===== src/rtl/gfta_pkg.sv =====
// shared constants, widths and divider handshake types for the gated frame time average
// no dependencies; imported by gfta_div and the top module
package gfta_pkg;

	localparam int WINDOW_DEPTH = 32;

	localparam int FT_W   = 20;
	localparam int LEN_W  = 6;
	localparam int DEV_W  = 8;
	localparam int PER_W  = 20;
	localparam int ACC_W  = 21;
	localparam int CFG_W  = 20;
	localparam int CFG_IDX_W = 2;

	localparam int PTR_W  = $clog2(WINDOW_DEPTH);
	localparam int CNT_W  = $clog2(WINDOW_DEPTH + 1);
	localparam int IDX_W  = CNT_W + 1;
	localparam int SUM_W  = FT_W + PTR_W;
	localparam int LCMP_W = (CNT_W > LEN_W) ? CNT_W : LEN_W;
	localparam int SCL_W  = FT_W + CNT_W;
	localparam int DEVP_W = DEV_W + SUM_W;
	localparam int CMP_W  = (SCL_W + 3 > DEVP_W) ? SCL_W + 3 : DEVP_W;

	localparam int DIVD_W = SUM_W;
	localparam int DIVR_W = FT_W;
	localparam int DCNT_W = $clog2(DIVD_W);

	localparam logic [FT_W-1:0]  MILLION = FT_W'(1000000);
	localparam logic [ACC_W-1:0] ACC_MAX = '1;

	localparam logic [LEN_W-1:0] RST_WINDOW_LENGTH = LEN_W'(30);
	localparam logic [DEV_W-1:0] RST_DEVIATION     = DEV_W'(16);
	localparam logic [PER_W-1:0] RST_PERIOD        = PER_W'(500000);

	typedef enum logic [CFG_IDX_W-1:0] {
		CFG_WINDOW_LENGTH = 2'd0,
		CFG_DEVIATION     = 2'd1,
		CFG_PERIOD        = 2'd2
	} cfg_reg_t;

	typedef struct packed {
		logic              start;
		logic [DIVD_W-1:0] dividend;
		logic [DIVR_W-1:0] divisor;
	} div_req_t;

	typedef struct packed {
		logic              done;
		logic [DIVD_W-1:0] quotient;
	} div_rsp_t;

endpackage


===== src/rtl/gfta_ram.sv =====
// generic single write port ram with one registered read port
// no dependencies
module gfta_ram #(
	parameter int WIDTH = 8,
	parameter int DEPTH = 16
) (
	input  logic                     clk,
	input  logic                     we,
	input  logic [$clog2(DEPTH)-1:0] waddr,
	input  logic [WIDTH-1:0]         wdata,
	input  logic                     re,
	input  logic [$clog2(DEPTH)-1:0] raddr,
	output logic [WIDTH-1:0]         rdata
);

	logic [WIDTH-1:0] mem [DEPTH];

	always_ff @(posedge clk) begin
		if (we) begin
			mem[waddr] <= wdata;
		end
		if (re) begin
			rdata <= mem[raddr];
		end
	end

endmodule


===== src/rtl/gfta_div.sv =====
// bit-serial restoring divider, one quotient bit per cycle
// depends on gfta_pkg for widths and the request/response structs
module gfta_div
	import gfta_pkg::*;
(
	input  logic     clk,
	input  logic     arst_n,
	input  div_req_t req,
	output div_rsp_t rsp
);

	logic              busy_q;
	logic              done_q;
	logic [DCNT_W-1:0] cnt_q;
	logic [DIVR_W-1:0] divisor_q;
	logic [DIVR_W-1:0] rem_q;
	logic [DIVD_W-1:0] quo_q;

	logic [DIVR_W:0]   trial;
	logic              qbit;
	logic [DIVR_W:0]   trial_sub;

	// shift next dividend bit into the partial remainder and try the subtract
	always_comb begin
		trial     = {rem_q, quo_q[DIVD_W-1]};
		trial_sub = trial - {1'b0, divisor_q};
		qbit      = (trial >= {1'b0, divisor_q});
	end

	always_ff @(posedge clk or negedge arst_n) begin
		if (!arst_n) begin
			busy_q <= 1'b0;
			done_q <= 1'b0;
			cnt_q  <= '0;
		end else if (req.start) begin
			busy_q <= 1'b1;
			done_q <= 1'b0;
			cnt_q  <= DCNT_W'(DIVD_W - 1);
		end else if (busy_q) begin
			cnt_q <= cnt_q - DCNT_W'(1);
			if (cnt_q == '0) begin
				busy_q <= 1'b0;
				done_q <= 1'b1;
			end
		end else begin
			done_q <= 1'b0;
		end
	end

	always_ff @(posedge clk) begin
		if (req.start) begin
			divisor_q <= req.divisor;
			rem_q     <= '0;
			quo_q     <= req.dividend;
		end else if (busy_q) begin
			rem_q <= qbit ? trial_sub[DIVR_W-1:0] : trial[DIVR_W-1:0];
			quo_q <= {quo_q[DIVD_W-2:0], qbit};
		end
	end

	assign rsp.done     = done_q;
	assign rsp.quotient = quo_q;

endmodule


===== src/rtl/gated_frame_time_average_top.sv =====
// a zero average skips the second division
// each serial division in gfta_div yields one quotient bit a cycle over 25 bits
// throughput: one transaction in flight; the next is taken once the sequencer is back in idle with no
// report pending, or once a report enters the output register
// reset: arst_n asynchronous active low clears control state and loads register defaults
module gated_frame_time_average_top
	import gfta_pkg::*;
(
	input  logic                 clk,
	input  logic                 arst_n,
	// configuration write port, register index per cfg_reg_t
	input  logic                 cfg_we,
	input  logic [CFG_IDX_W-1:0] cfg_index,
	input  logic [CFG_W-1:0]     cfg_data,
	// input stream
	input  logic                 s_tvalid,
	output logic                 s_tready,
	input  logic [23:0]          s_tdata,  // [19:0] frame_time_us, [23:20] zero
	// output stream
	output logic                 m_tvalid,
	input  logic                 m_tready,
	output logic [39:0]          m_tdata   // [19:0] avg_frame_us, [39:20] frames_per_second
);

	// one-hot sequencer states
	typedef enum logic [8:0] {
		ST_IDLE      = 9'b000000001,
		ST_GATE      = 9'b000000010,
		ST_DECIDE    = 9'b000000100,
		ST_EVICT_RD  = 9'b000001000,
		ST_EVICT_SUB = 9'b000010000,
		ST_APPEND    = 9'b000100000,
		ST_CHECK     = 9'b001000000,
		ST_DIV_AVG   = 9'b010000000,
		ST_DIV_FPS   = 9'b100000000
	} state_t;

	state_t state_q;

	// configuration registers
	logic [LEN_W-1:0] window_length_q;
	logic [DEV_W-1:0] deviation_q;
	logic [PER_W-1:0] period_q;

	// window state
	logic [PTR_W-1:0] wp_q;
	logic [CNT_W-1:0] count_q;
	logic [SUM_W-1:0] sum_q;
	logic [ACC_W-1:0] acc_q;

	// working registers for the current transaction
	logic [FT_W-1:0]   x_q;
	logic [SCL_W-1:0]  scaled_q;
	logic [DEVP_W-1:0] devsum_q;
	logic [FT_W-1:0]   avg_q;
	logic              pend_q;     // report computed, waiting for the output register
	logic [FT_W-1:0]   fps_q;

	// output register
	logic              m_tvalid_q;
	logic [FT_W-1:0]   out_avg_q;
	logic [FT_W-1:0]   out_fps_q;

	// combinational helpers
	logic [LCMP_W-1:0] len_ext;
	logic [CNT_W-1:0]  len_eff;
	logic [SCL_W-1:0]  sum_ext;
	logic [SCL_W-1:0]  diff;
	logic [CMP_W-1:0]  diff8;
	logic              pass;
	logic [ACC_W:0]    acc_sum;
	logic [IDX_W-1:0]  oldest_full;
	logic [IDX_W-1:0]  oldest_idx;
	logic [PTR_W-1:0]  wp_next;
	logic              report;
	logic [FT_W-1:0]   avg_next;
	logic              out_load;

	logic [FT_W-1:0]   ram_rdata;
	div_req_t          div_req;
	div_rsp_t          div_rsp;

	// window length clipped into 1..WINDOW_DEPTH
	always_comb begin
		len_ext = LCMP_W'(window_length_q);
		if (window_length_q == '0) begin
			len_eff = CNT_W'(1);
		end else if (len_ext > LCMP_W'(WINDOW_DEPTH)) begin
			len_eff = CNT_W'(WINDOW_DEPTH);
		end else begin
			len_eff = CNT_W'(len_ext);
		end
	end

	// outlier gate: |x*count - sum|*8 < deviation*sum, empty window always passes
	always_comb begin
		sum_ext = SCL_W'(sum_q);
		diff    = (scaled_q >= sum_ext) ? scaled_q - sum_ext : sum_ext - scaled_q;
		diff8   = CMP_W'({diff, 3'b000});
		pass    = (count_q == '0) || (diff8 < CMP_W'(devsum_q));
	end

	// period accumulator saturates instead of wrapping
	assign acc_sum = (ACC_W+1)'(acc_q) + (ACC_W+1)'(x_q);

	// ring slot of the oldest entry
	always_comb begin
		oldest_full = IDX_W'(wp_q) + IDX_W'(WINDOW_DEPTH) - IDX_W'(count_q);
		if (oldest_full >= IDX_W'(WINDOW_DEPTH)) begin
			oldest_idx = oldest_full - IDX_W'(WINDOW_DEPTH);
		end else begin
			oldest_idx = oldest_full;
		end
	end

	assign wp_next = (wp_q == PTR_W'(WINDOW_DEPTH - 1)) ? '0 : wp_q + PTR_W'(1);
	assign report  = acc_q > ACC_W'(period_q);

	// empty window would divide by zero, the average then reads as zero
	assign avg_next = (count_q == '0) ? '0 : div_rsp.quotient[FT_W-1:0];

	// shared divider: sum/count first, then million/average
	always_comb begin
		div_req.start    = 1'b0;
		div_req.dividend = DIVD_W'(MILLION);
		div_req.divisor  = avg_next;
		if (state_q == ST_CHECK) begin
			div_req.start    = report;
			div_req.dividend = sum_q;
			div_req.divisor  = DIVR_W'(count_q);
		end else if (state_q == ST_DIV_AVG) begin
			div_req.start = div_rsp.done && (avg_next != '0);
		end
	end

	// finished report moves into the output register once that is free
	assign out_load = pend_q && (!m_tvalid_q || m_tready);

	assign s_tready = (state_q == ST_IDLE) && !pend_q;

	// configuration writes
	always_ff @(posedge clk or negedge arst_n) begin
		if (!arst_n) begin
			window_length_q <= RST_WINDOW_LENGTH;
			deviation_q     <= RST_DEVIATION;
			period_q        <= RST_PERIOD;
		end else if (cfg_we) begin
			case (cfg_index)
				CFG_WINDOW_LENGTH: window_length_q <= cfg_data[LEN_W-1:0];
				CFG_DEVIATION:     deviation_q     <= cfg_data[DEV_W-1:0];
				CFG_PERIOD:        period_q        <= cfg_data[PER_W-1:0];
				default: begin
				end
			endcase
		end
	end

	// sequencer and window state
	always_ff @(posedge clk or negedge arst_n) begin
		if (!arst_n) begin
			state_q <= ST_IDLE;
			wp_q    <= '0;
			count_q <= '0;
			sum_q   <= '0;
			acc_q   <= '0;
			pend_q  <= 1'b0;
		end else begin
			if (out_load) begin
				pend_q <= 1'b0;
			end
			case (state_q)
				ST_IDLE: begin
					if (s_tvalid && s_tready) begin
						state_q <= ST_GATE;
					end
				end
				ST_GATE: begin
					acc_q   <= acc_sum[ACC_W] ? ACC_MAX : acc_sum[ACC_W-1:0];
					state_q <= ST_DECIDE;
				end
				ST_DECIDE: begin
					if (!pass) begin
						state_q <= ST_CHECK;
					end else if (count_q >= len_eff) begin
						state_q <= ST_EVICT_RD;
					end else begin
						state_q <= ST_APPEND;
					end
				end
				ST_EVICT_RD: begin
					state_q <= ST_EVICT_SUB;
				end
				ST_EVICT_SUB: begin
					sum_q   <= sum_q - SUM_W'(ram_rdata);
					count_q <= count_q - CNT_W'(1);
					// keep evicting while the window is still at or over the length
					state_q <= (count_q > len_eff) ? ST_EVICT_RD : ST_APPEND;
				end
				ST_APPEND: begin
					wp_q    <= wp_next;
					count_q <= count_q + CNT_W'(1);
					sum_q   <= sum_q + SUM_W'(x_q);
					state_q <= ST_CHECK;
				end
				ST_CHECK: begin
					if (report) begin
						acc_q   <= acc_q - ACC_W'(period_q);
						state_q <= ST_DIV_AVG;
					end else begin
						state_q <= ST_IDLE;
					end
				end
				ST_DIV_AVG: begin
					if (div_rsp.done) begin
						if (avg_next == '0) begin
							pend_q  <= 1'b1;
							state_q <= ST_IDLE;
						end else begin
							state_q <= ST_DIV_FPS;
						end
					end
				end
				ST_DIV_FPS: begin
					if (div_rsp.done) begin
						pend_q  <= 1'b1;
						state_q <= ST_IDLE;
					end
				end
				default: begin
					state_q <= ST_IDLE;
				end
			endcase
		end
	end

	// datapath registers
	always_ff @(posedge clk) begin
		if (s_tvalid && s_tready) begin
			x_q <= s_tdata[FT_W-1:0];
		end
		if (state_q == ST_GATE) begin
			scaled_q <= SCL_W'(x_q) * SCL_W'(count_q);
			devsum_q <= DEVP_W'(deviation_q) * DEVP_W'(sum_q);
		end
		if (state_q == ST_DIV_AVG && div_rsp.done) begin
			avg_q <= avg_next;
			if (avg_next == '0) begin
				fps_q <= MILLION;
			end
		end
		if (state_q == ST_DIV_FPS && div_rsp.done) begin
			fps_q <= div_rsp.quotient[FT_W-1:0];
		end
		if (out_load) begin
			out_avg_q <= avg_q;
			out_fps_q <= fps_q;
		end
	end

	// output valid
	always_ff @(posedge clk or negedge arst_n) begin
		if (!arst_n) begin
			m_tvalid_q <= 1'b0;
		end else if (out_load) begin
			m_tvalid_q <= 1'b1;
		end else if (m_tready) begin
			m_tvalid_q <= 1'b0;
		end
	end

	assign m_tvalid = m_tvalid_q;
	assign m_tdata  = {out_fps_q, out_avg_q};

	// ring store of window samples
	gfta_ram #(
		.WIDTH (FT_W),
		.DEPTH (WINDOW_DEPTH)
	) u_window (
		.clk   (clk),
		.we    (state_q == ST_APPEND),
		.waddr (wp_q),
		.wdata (x_q),
		.re    (state_q == ST_EVICT_RD),
		.raddr (oldest_idx[PTR_W-1:0]),
		.rdata (ram_rdata)
	);

	// serial divider for average and frames per second
	gfta_div u_div (
		.clk    (clk),
		.arst_n (arst_n),
		.req    (div_req),
		.rsp    (div_rsp)
	);

`ifndef SYNTHESIS
	// window never holds more entries than the store has slots
	a_count_bound: assert property (@(posedge clk) disable iff (!arst_n)
		count_q <= CNT_W'(WINDOW_DEPTH))
		else $error("entry count beyond window depth");

	// eviction only ever happens on a non-empty window
	a_evict_nonempty: assert property (@(posedge clk) disable iff (!arst_n)
		(state_q == ST_EVICT_SUB) |-> (count_q != '0))
		else $error("eviction from empty window");

	// divider results only arrive while the sequencer waits for them
	a_div_done_state: assert property (@(posedge clk) disable iff (!arst_n)
		div_rsp.done |-> (state_q == ST_DIV_AVG || state_q == ST_DIV_FPS))
		else $error("divider done outside a division state");

	// new output transaction only from a pending report
	a_out_from_pend: assert property (@(posedge clk) disable iff (!arst_n)
		$rose(m_tvalid_q) |-> $past(pend_q))
		else $error("output valid without pending report");
`endif

endmodule

===== config.mk =====
export PLATFORM = sky130hd
export DESIGN_NAME = gated_frame_time_average_top
export DESIGN_NICKNAME = d
export VERILOG_FILES = /design/src/rtl/gfta_pkg.sv /design/src/rtl/gfta_ram.sv /design/src/rtl/gfta_div.sv /design/src/rtl/gated_frame_time_average_top.sv
export SDC_FILE = /design/constraint.sdc
export NUM_CORES = 2
export LEC_CHECK = 0
export BUFFER_PORTS_ARGS = -buffer_cell sky130_fd_sc_hd__clkbuf_2
export CAP_MARGIN = 10
export CORE_MARGIN = 3
export CORE_UTILIZATION = 57
export CTS_BUF_LIST = sky130_fd_sc_hd__clkbuf_16
export CTS_CLUSTER_SIZE = 12
export DETAILED_ROUTE_END_ITERATION = 12
export HOLD_SLACK_MARGIN = 0.02
export PLACE_DENSITY_LB_ADDON = 0.25
export SETUP_SLACK_MARGIN = 0.4
export SLEW_MARGIN = 20
export SYNTH_ARGS = -nofsm -noshare
export SYNTH_HDL_FRONTEND = slang
export SYNTH_HIERARCHICAL = 1
export SYNTH_SLANG_ARGS = --single-unit

===== constraint.sdc =====
create_clock -name clk -period 12.8 [get_ports clk]
set_input_delay 1.92 -clock clk [delete_from_list [all_inputs] [get_ports clk]]
set_output_delay 1.92 -clock clk [all_outputs]
set_load 0.005 [all_outputs]

# After elaboration in Yosys (flattened, before gate mapping)
# Memories as Yosys holds them, arrays and structs flattened. A register that Yosys moved wholly into a read port is not among the register bits.
# Cells that the tools add are included.
[totals]
ff_bits = 333
output_inout_bits = 42
mem_bits_rw = 640
mem_count = 1
word_cells = 140
[mem_list]
columns = ["memory", "words", "word_bits", "rd", "rd_ports_with_merged_regs", "write_ports", "line_no", "source"]
rows = [
  ["u_window.mem", 32, 20, 1, 1, 1, "gfta_ram.sv:16", "logic [WIDTH-1:0] mem [DEPTH];"],
]
[classes]
muxes = 46
n_reduce_logical = 28
mul = 2
magnitude_cmp = 8
n_eq_ne = 17
add_sub_neg = 14
[ops]
columns = ["operator", "count"]
rows = [
  ["20-bit 2-to-1 mux", 5],
  ["9-bit case mux with 9 select lines", 1],
  ["25-bit 2-to-1 mux", 2],
  ["25-bit case mux with 2 select lines", 1],
  ["45-bit 2-to-1 mux", 1],
  ["21-bit 2-to-1 mux", 2],
  ["21-bit case mux with 2 select lines", 1],
  ["9-bit 2-to-1 mux", 4],
  ["29-bit by 33-bit < comparator with 1-bit output", 1],
  ["8-bit by 25-bit multiplier with 33-bit output", 1],
  ["26-bit by 25-bit >= comparator with 1-bit output", 1],
  ["20-bit by 6-bit multiplier with 26-bit output", 1],
  ["26-bit 2-to-1 mux", 1],
  ["25-bit by 26-bit subtractor with 26-bit output", 1],
  ["26-bit by 25-bit subtractor with 26-bit output", 1],
  ["25-bit by 20-bit adder with 25-bit output", 1],
  ["25-bit by 20-bit subtractor with 25-bit output", 1],
  ["6-bit 2-to-1 mux", 4],
  ["21-bit by 20-bit adder with 22-bit output", 1],
  ["21-bit by 20-bit >= comparator with 1-bit output", 1],
  ["21-bit by 20-bit > comparator with 1-bit output", 1],
  ["21-bit by 20-bit subtractor with 21-bit output", 1],
  ["20-bit logical NOT", 1],
  ["5-bit 2-to-1 mux", 4],
  ["41 further kinds", 76],
]

# Logic depth before layout (Yosys ltp)
[logic_depth]
ltp_word = 7
depth_mapped = 25
ltp_nobuf = 23

# Hierarchy
# The synthesis kept the hierarchy.
[by_module_without_submodules]
columns = ["module", "instances", "cells_each", "area_each_um2"]
rows = [
  ["gated_frame_time_average_top", 1, 2906, 26664.3],
  ["gfta_ram", 1, 1414, 25753.4],
  ["gfta_div", 1, 374, 3991.3],
]

# Worst setup path after synthesis
# OpenSTA, ideal clock, no wires.
[synth_timing]
path_kind = "register -> register"
startpoint = "reg deviation_q[7]"
endpoint = "reg devsum_q[30] (data pin)"
n_path_buf = 2
synth_period_minus_slack_ns = 5.187
setup_ns = 0.268
path_slack_ns = 7.613
required_time_ns = 12.532
arrival_time_ns = 4.919
stages_incl_launch_ff = 19
path_cell_list = "dfrtp_1 -> clkbuf_1 -> clkbuf_1 -> nand2_1 -> fa_1 -> fa_1 -> inv_1 -> fa_1 -> fa_1 -> ha_1 -> nor4_1 -> o21ai_0 -> a221oi_1 -> o32ai_1 -> a22oi_1 -> o2111ai_1 -> a31oi_1 -> a211oi_1 -> xor2_1"
[synth_between]
elab_chain_cells = 1
[synth_lines]
columns = ["element", "line_no", "source"]
rows = [
  ["from (decl)", "gated_frame_time_average_top.sv:42", "logic [DEV_W-1:0] deviation_q;"],
  ["from (signal assigned)", "gated_frame_time_average_top.sv:150", "CFG_DEVIATION: deviation_q <= cfg_data[DEV_W-1:0];"],
  ["8-bit by 25-bit multiplier with 33-bit output", "gated_frame_time_average_top.sv:243", "devsum_q <= DEVP_W'(deviation_q) * DEVP_W'(sum_q);"],
  ["to (signal assigned)", "gated_frame_time_average_top.sv:243", ""],
  ["to (decl)", "gated_frame_time_average_top.sv:54", "logic [DEVP_W-1:0] devsum_q;"],
]
# Every way passes these cells.
# A chain may end at the register's enable or synchronous reset.

# Worst setup path after layout
[layout_timing]
startpoint = "reg deviation_q[4]"
endpoint = "reg devsum_q[32] (data pin)"
# Same word-level chain as after synthesis.

==> metrics.yaml <==
status: "complete, no violations"
cp-start-kind: "register"
drv_cap: 0
grt_overflow: 0
pin_count: 93
cts_hold_buffers: 0
final_nets: 5308
timing.slew.headroom_pct: 27.1
synthFlopType: "edfxtp_1"
rsz0062_at_grt: "false"
h-tree-depth: 3
cts_resized: 0
grt_max_degree: 123
p_leak_nw: 24.5
setup_viol: 0
max_stage_delay_ps: 900
finalWorstSetupSlack_ps: 6510
worstHoldStart: "fps_q[7]"
cp_top_family: "adder cells"
worst_setup_path_end_kind: "register"
drt_iter0_markers: 3415
worst_path_max_delay_cell: "dfstp_2"
post-route-min-period_ps: 6290
fin_area_um2: 61200
worst_pin_slew_ps: 1090
synth-seq-area-share_pct: 51.6
yosysWarningCount: 6
worstPathRequired_ps: 13210
die_w_um: 321
core_area_um2: 97400
viasPerCell: 6.06
r2r_start: "deviation_q[4]"
firstDrtPassIters: 6
async_flop_share_pct: 11.0
numCtsBuffers: 100
tns_ps: 0
gp_congestion: 0.937
crit_fanout: 26
peakVddDrop_mv: 0.250
drive_gt1_share_pct: 9.53
cp-startpoint: "deviation_q[4]"
grt_pass1_vias: 36500
antenna_found_initial: 0
dieArea_um2: 103000
grt_usage_pct: 27.2
portBuffers: 88
wirelength_um: 140000
synthCells: 4694
drc: 0
finalClockSkew_ps: 43.4
root_buffer: "clkbuf_16"
cp_common_cell: "fa_1"
initial_core_util_pct: 57.9
cts_tree: "yes"
drv_slew: 0
drt.antenna.violating_nets: 0
synth_area_per_cell_um2: 12.0
max_clock_freq_mhz: 159
area_growth_pct: 8.54
path_clk_slew_ps: 60
grt_pass1_wl_um: 214000
pwr_density_cell_nw_per_um2: 249
path_cells: "nand2_1 > fa_1 > fa_1 > inv_1 > fa_1 > fa_1 > ha_1 > nor4_1 > o21ai_0 > a221oi_1 > o32ai_1 > a22oi_1 > o2111ai_1 > a31oi_1 > o21ai_0 > xnor2_1"
synth_edf_count: 864
synthDistinctLibCells: 92
cp_num_buf_inv: 1
fin_total_pwr_mw: 15.3
finalHoldViolations: 0
vias: 37100
synth_area_um2: 56400
worst_ep_arrival_time_ps: 6690
cts_setup_buffers: 0
syn_nets: 5230
placementRows: 114
place_area_um2: 58200
place_hpwl_um: 92600
wl_per_cell_um: 22.9
fin_crit_sh_pct: 49.1
die_h_um: 321
worstHoldPathType: "reg2reg"
cts_buffer_depth: 3
ys_ff_latch: 993
insertion_delay_ps: 710
clock_sinks: 993
path_class: "reg2reg"
pre_cts_ws_ps: 6570
## cells in the final DEF, fill, tap and decap left out, types with 17 or more instances in the layout
cell type and n:
dfrtp_1 96, nand2_1 396, xor2_1 49, a22oi_1 83
mux2_2 68, a22o_1 42, buf_4 91, and3_1 30
o21bai_1 35, nor3_1 66, fa_1 219, nand3_1 89
nor2_2 32, nand2b_1 31, dfxtp_1 20, nor4_1 19
o21ai_0 144, edfxtp_1 864, inv_1 442, a21o_1 89
ha_1 266, clkbuf_16 101, clkbuf_2 87, a31oi_1 37
a21oi_1 249, nor2b_1 29, xnor2_1 107, a211oi_1 29
or3_1 17, o21a_1 38, nor2_1 181, nand4_1 41
and2_1 148, mux2i_1 339
## worst reg2reg max path, cell delays in order, from the launching register on
cell	delay, ps
dfstp_2	900
nand2_1	180
fa_1	520
fa_1	490
inv_1	60
fa_1	520
fa_1	500
ha_1	250
nor4_1	240
o21ai_0	200
a221oi_1	560
o32ai_1	230
a22oi_1	380
o2111ai_1	270
a31oi_1	390
o21ai_0	170
xnor2_1	150
## cell usage after synthesis, types with 38 or more instances
| cell | count | area share [%] |
|---|---|---|
| a21o_1 | 89 | 1.2 |
| a21oi_1 | 249 | 2.2 |
| a22o_1 | 42 | 0.65 |
| a22oi_1 | 83 | 1.1 |
| and2_1 | 150 | 1.7 |
| clkbuf_1 | 123 | 0.82 |
| dfrtp_1 | 96 | 4.3 |
| edfxtp_1 | 864 | 46 |
| fa_1 | 219 | 7.8 |
| ha_1 | 266 | 5.9 |
| inv_1 | 411 | 2.7 |
| mux2_2 | 68 | 1.4 |
| mux2i_1 | 339 | 6.0 |
| nand2_1 | 397 | 2.6 |
| nand3_1 | 90 | 0.80 |
| nand4_1 | 41 | 0.45 |
| nor2_1 | 215 | 1.4 |
| nor3_1 | 66 | 0.59 |
| o21a_1 | 38 | 0.51 |
| o21ai_0 | 144 | 1.3 |
| xnor2_1 | 109 | 1.7 |
| xor2_1 | 49 | 0.76 |
## state kept, by name, summed over array words and instances (netlist names), 21 cells and up
signal	flops
acc_q	21
u_window/mem	640
devsum_q	33
u_div/quo_q	25
sum_q	25
scaled_q	26
## layout make-up
class                           count  area, µm²
Antenna cell                        2       5.00
Inverter                          411       1550
Tap cell                         1276       1600
Multi-Input combinational cell   3086      24900
Sequential cell                   993      29100
Timing Repair Buffer              180       1150
Clock buffer                      101       2530
Fill cell                        7494      36200
Clock inverter                     64        432
## report_power, final
part | switching, mW | total, mW | internal [mW] | leakage [nW]
clock | 1.21 | 2.67 | 1.46 | 1.56
sequential | 0.251 | 4.28 | 4.02 | 9.33
combinational | 5.18 | 8.31 | 3.13 | 13.6
total | 6.64 | 15.3 | 8.62 | 24.5
## per-stage QoR
| stage | hold slack (ps) | util (%) | cells |
|---|---|---|---|
| global placement | 401 | 59.8 | 5946 |
| finish | 399 | 62.8 | 6113 |
| CTS | 414 | 62.8 | 6111 |
| detailed placement | 405 | 59.8 | 5946 |
| global route | 416 | 62.8 | 6111 |
| floorplan | 400 | - | 4694 |
## worst paths after layout
path                                 to  slack, ps  cells past startpoint
min in group asynchronous      m_tvalid       1160                      1
min                        out_fps_q[7]        400                      0
max in group asynchronous     sum_q[10]      10490                      2
max reg2reg                devsum_q[32]       6510                     16
min reg2reg                out_fps_q[7]        400                      0
max                        devsum_q[32]       6510                     16
## logic make-up (layout without fill, tap and decap cells)
family / Yosys count / in the layout / synth area share, %
and+or+nand+nor: 1149 / 1149 / 9.91
DFF: 993 / 993 / 51.6
AOI/OAI and AO/OA: 887 / 887 / 10.3
buffers and inverters: 615 / 756 / 4.70
adders and majority gates: 485 / 485 / 13.7
muxes: 407 / 407 / 7.37
xor gates and xnor gates: 158 / 158 / 2.45
other: 0 / 2 / 0
## per-layer routing
metal / wire length (µm) / part of all wire, % / global-route usage (%) / vias to the layer above
met1: 56700 / 41 / 35.7 / 18400
li1: - / - / - / 17000
met2: 68200 / 49 / 45.7 / 1361
met4: 5930 / 4.2 / 11.3 / 0
met3: 9110 / 6.5 / 3.73 / 293
met5: 0 / 0 / 0 / -
(Power assumes the default switching activity.)
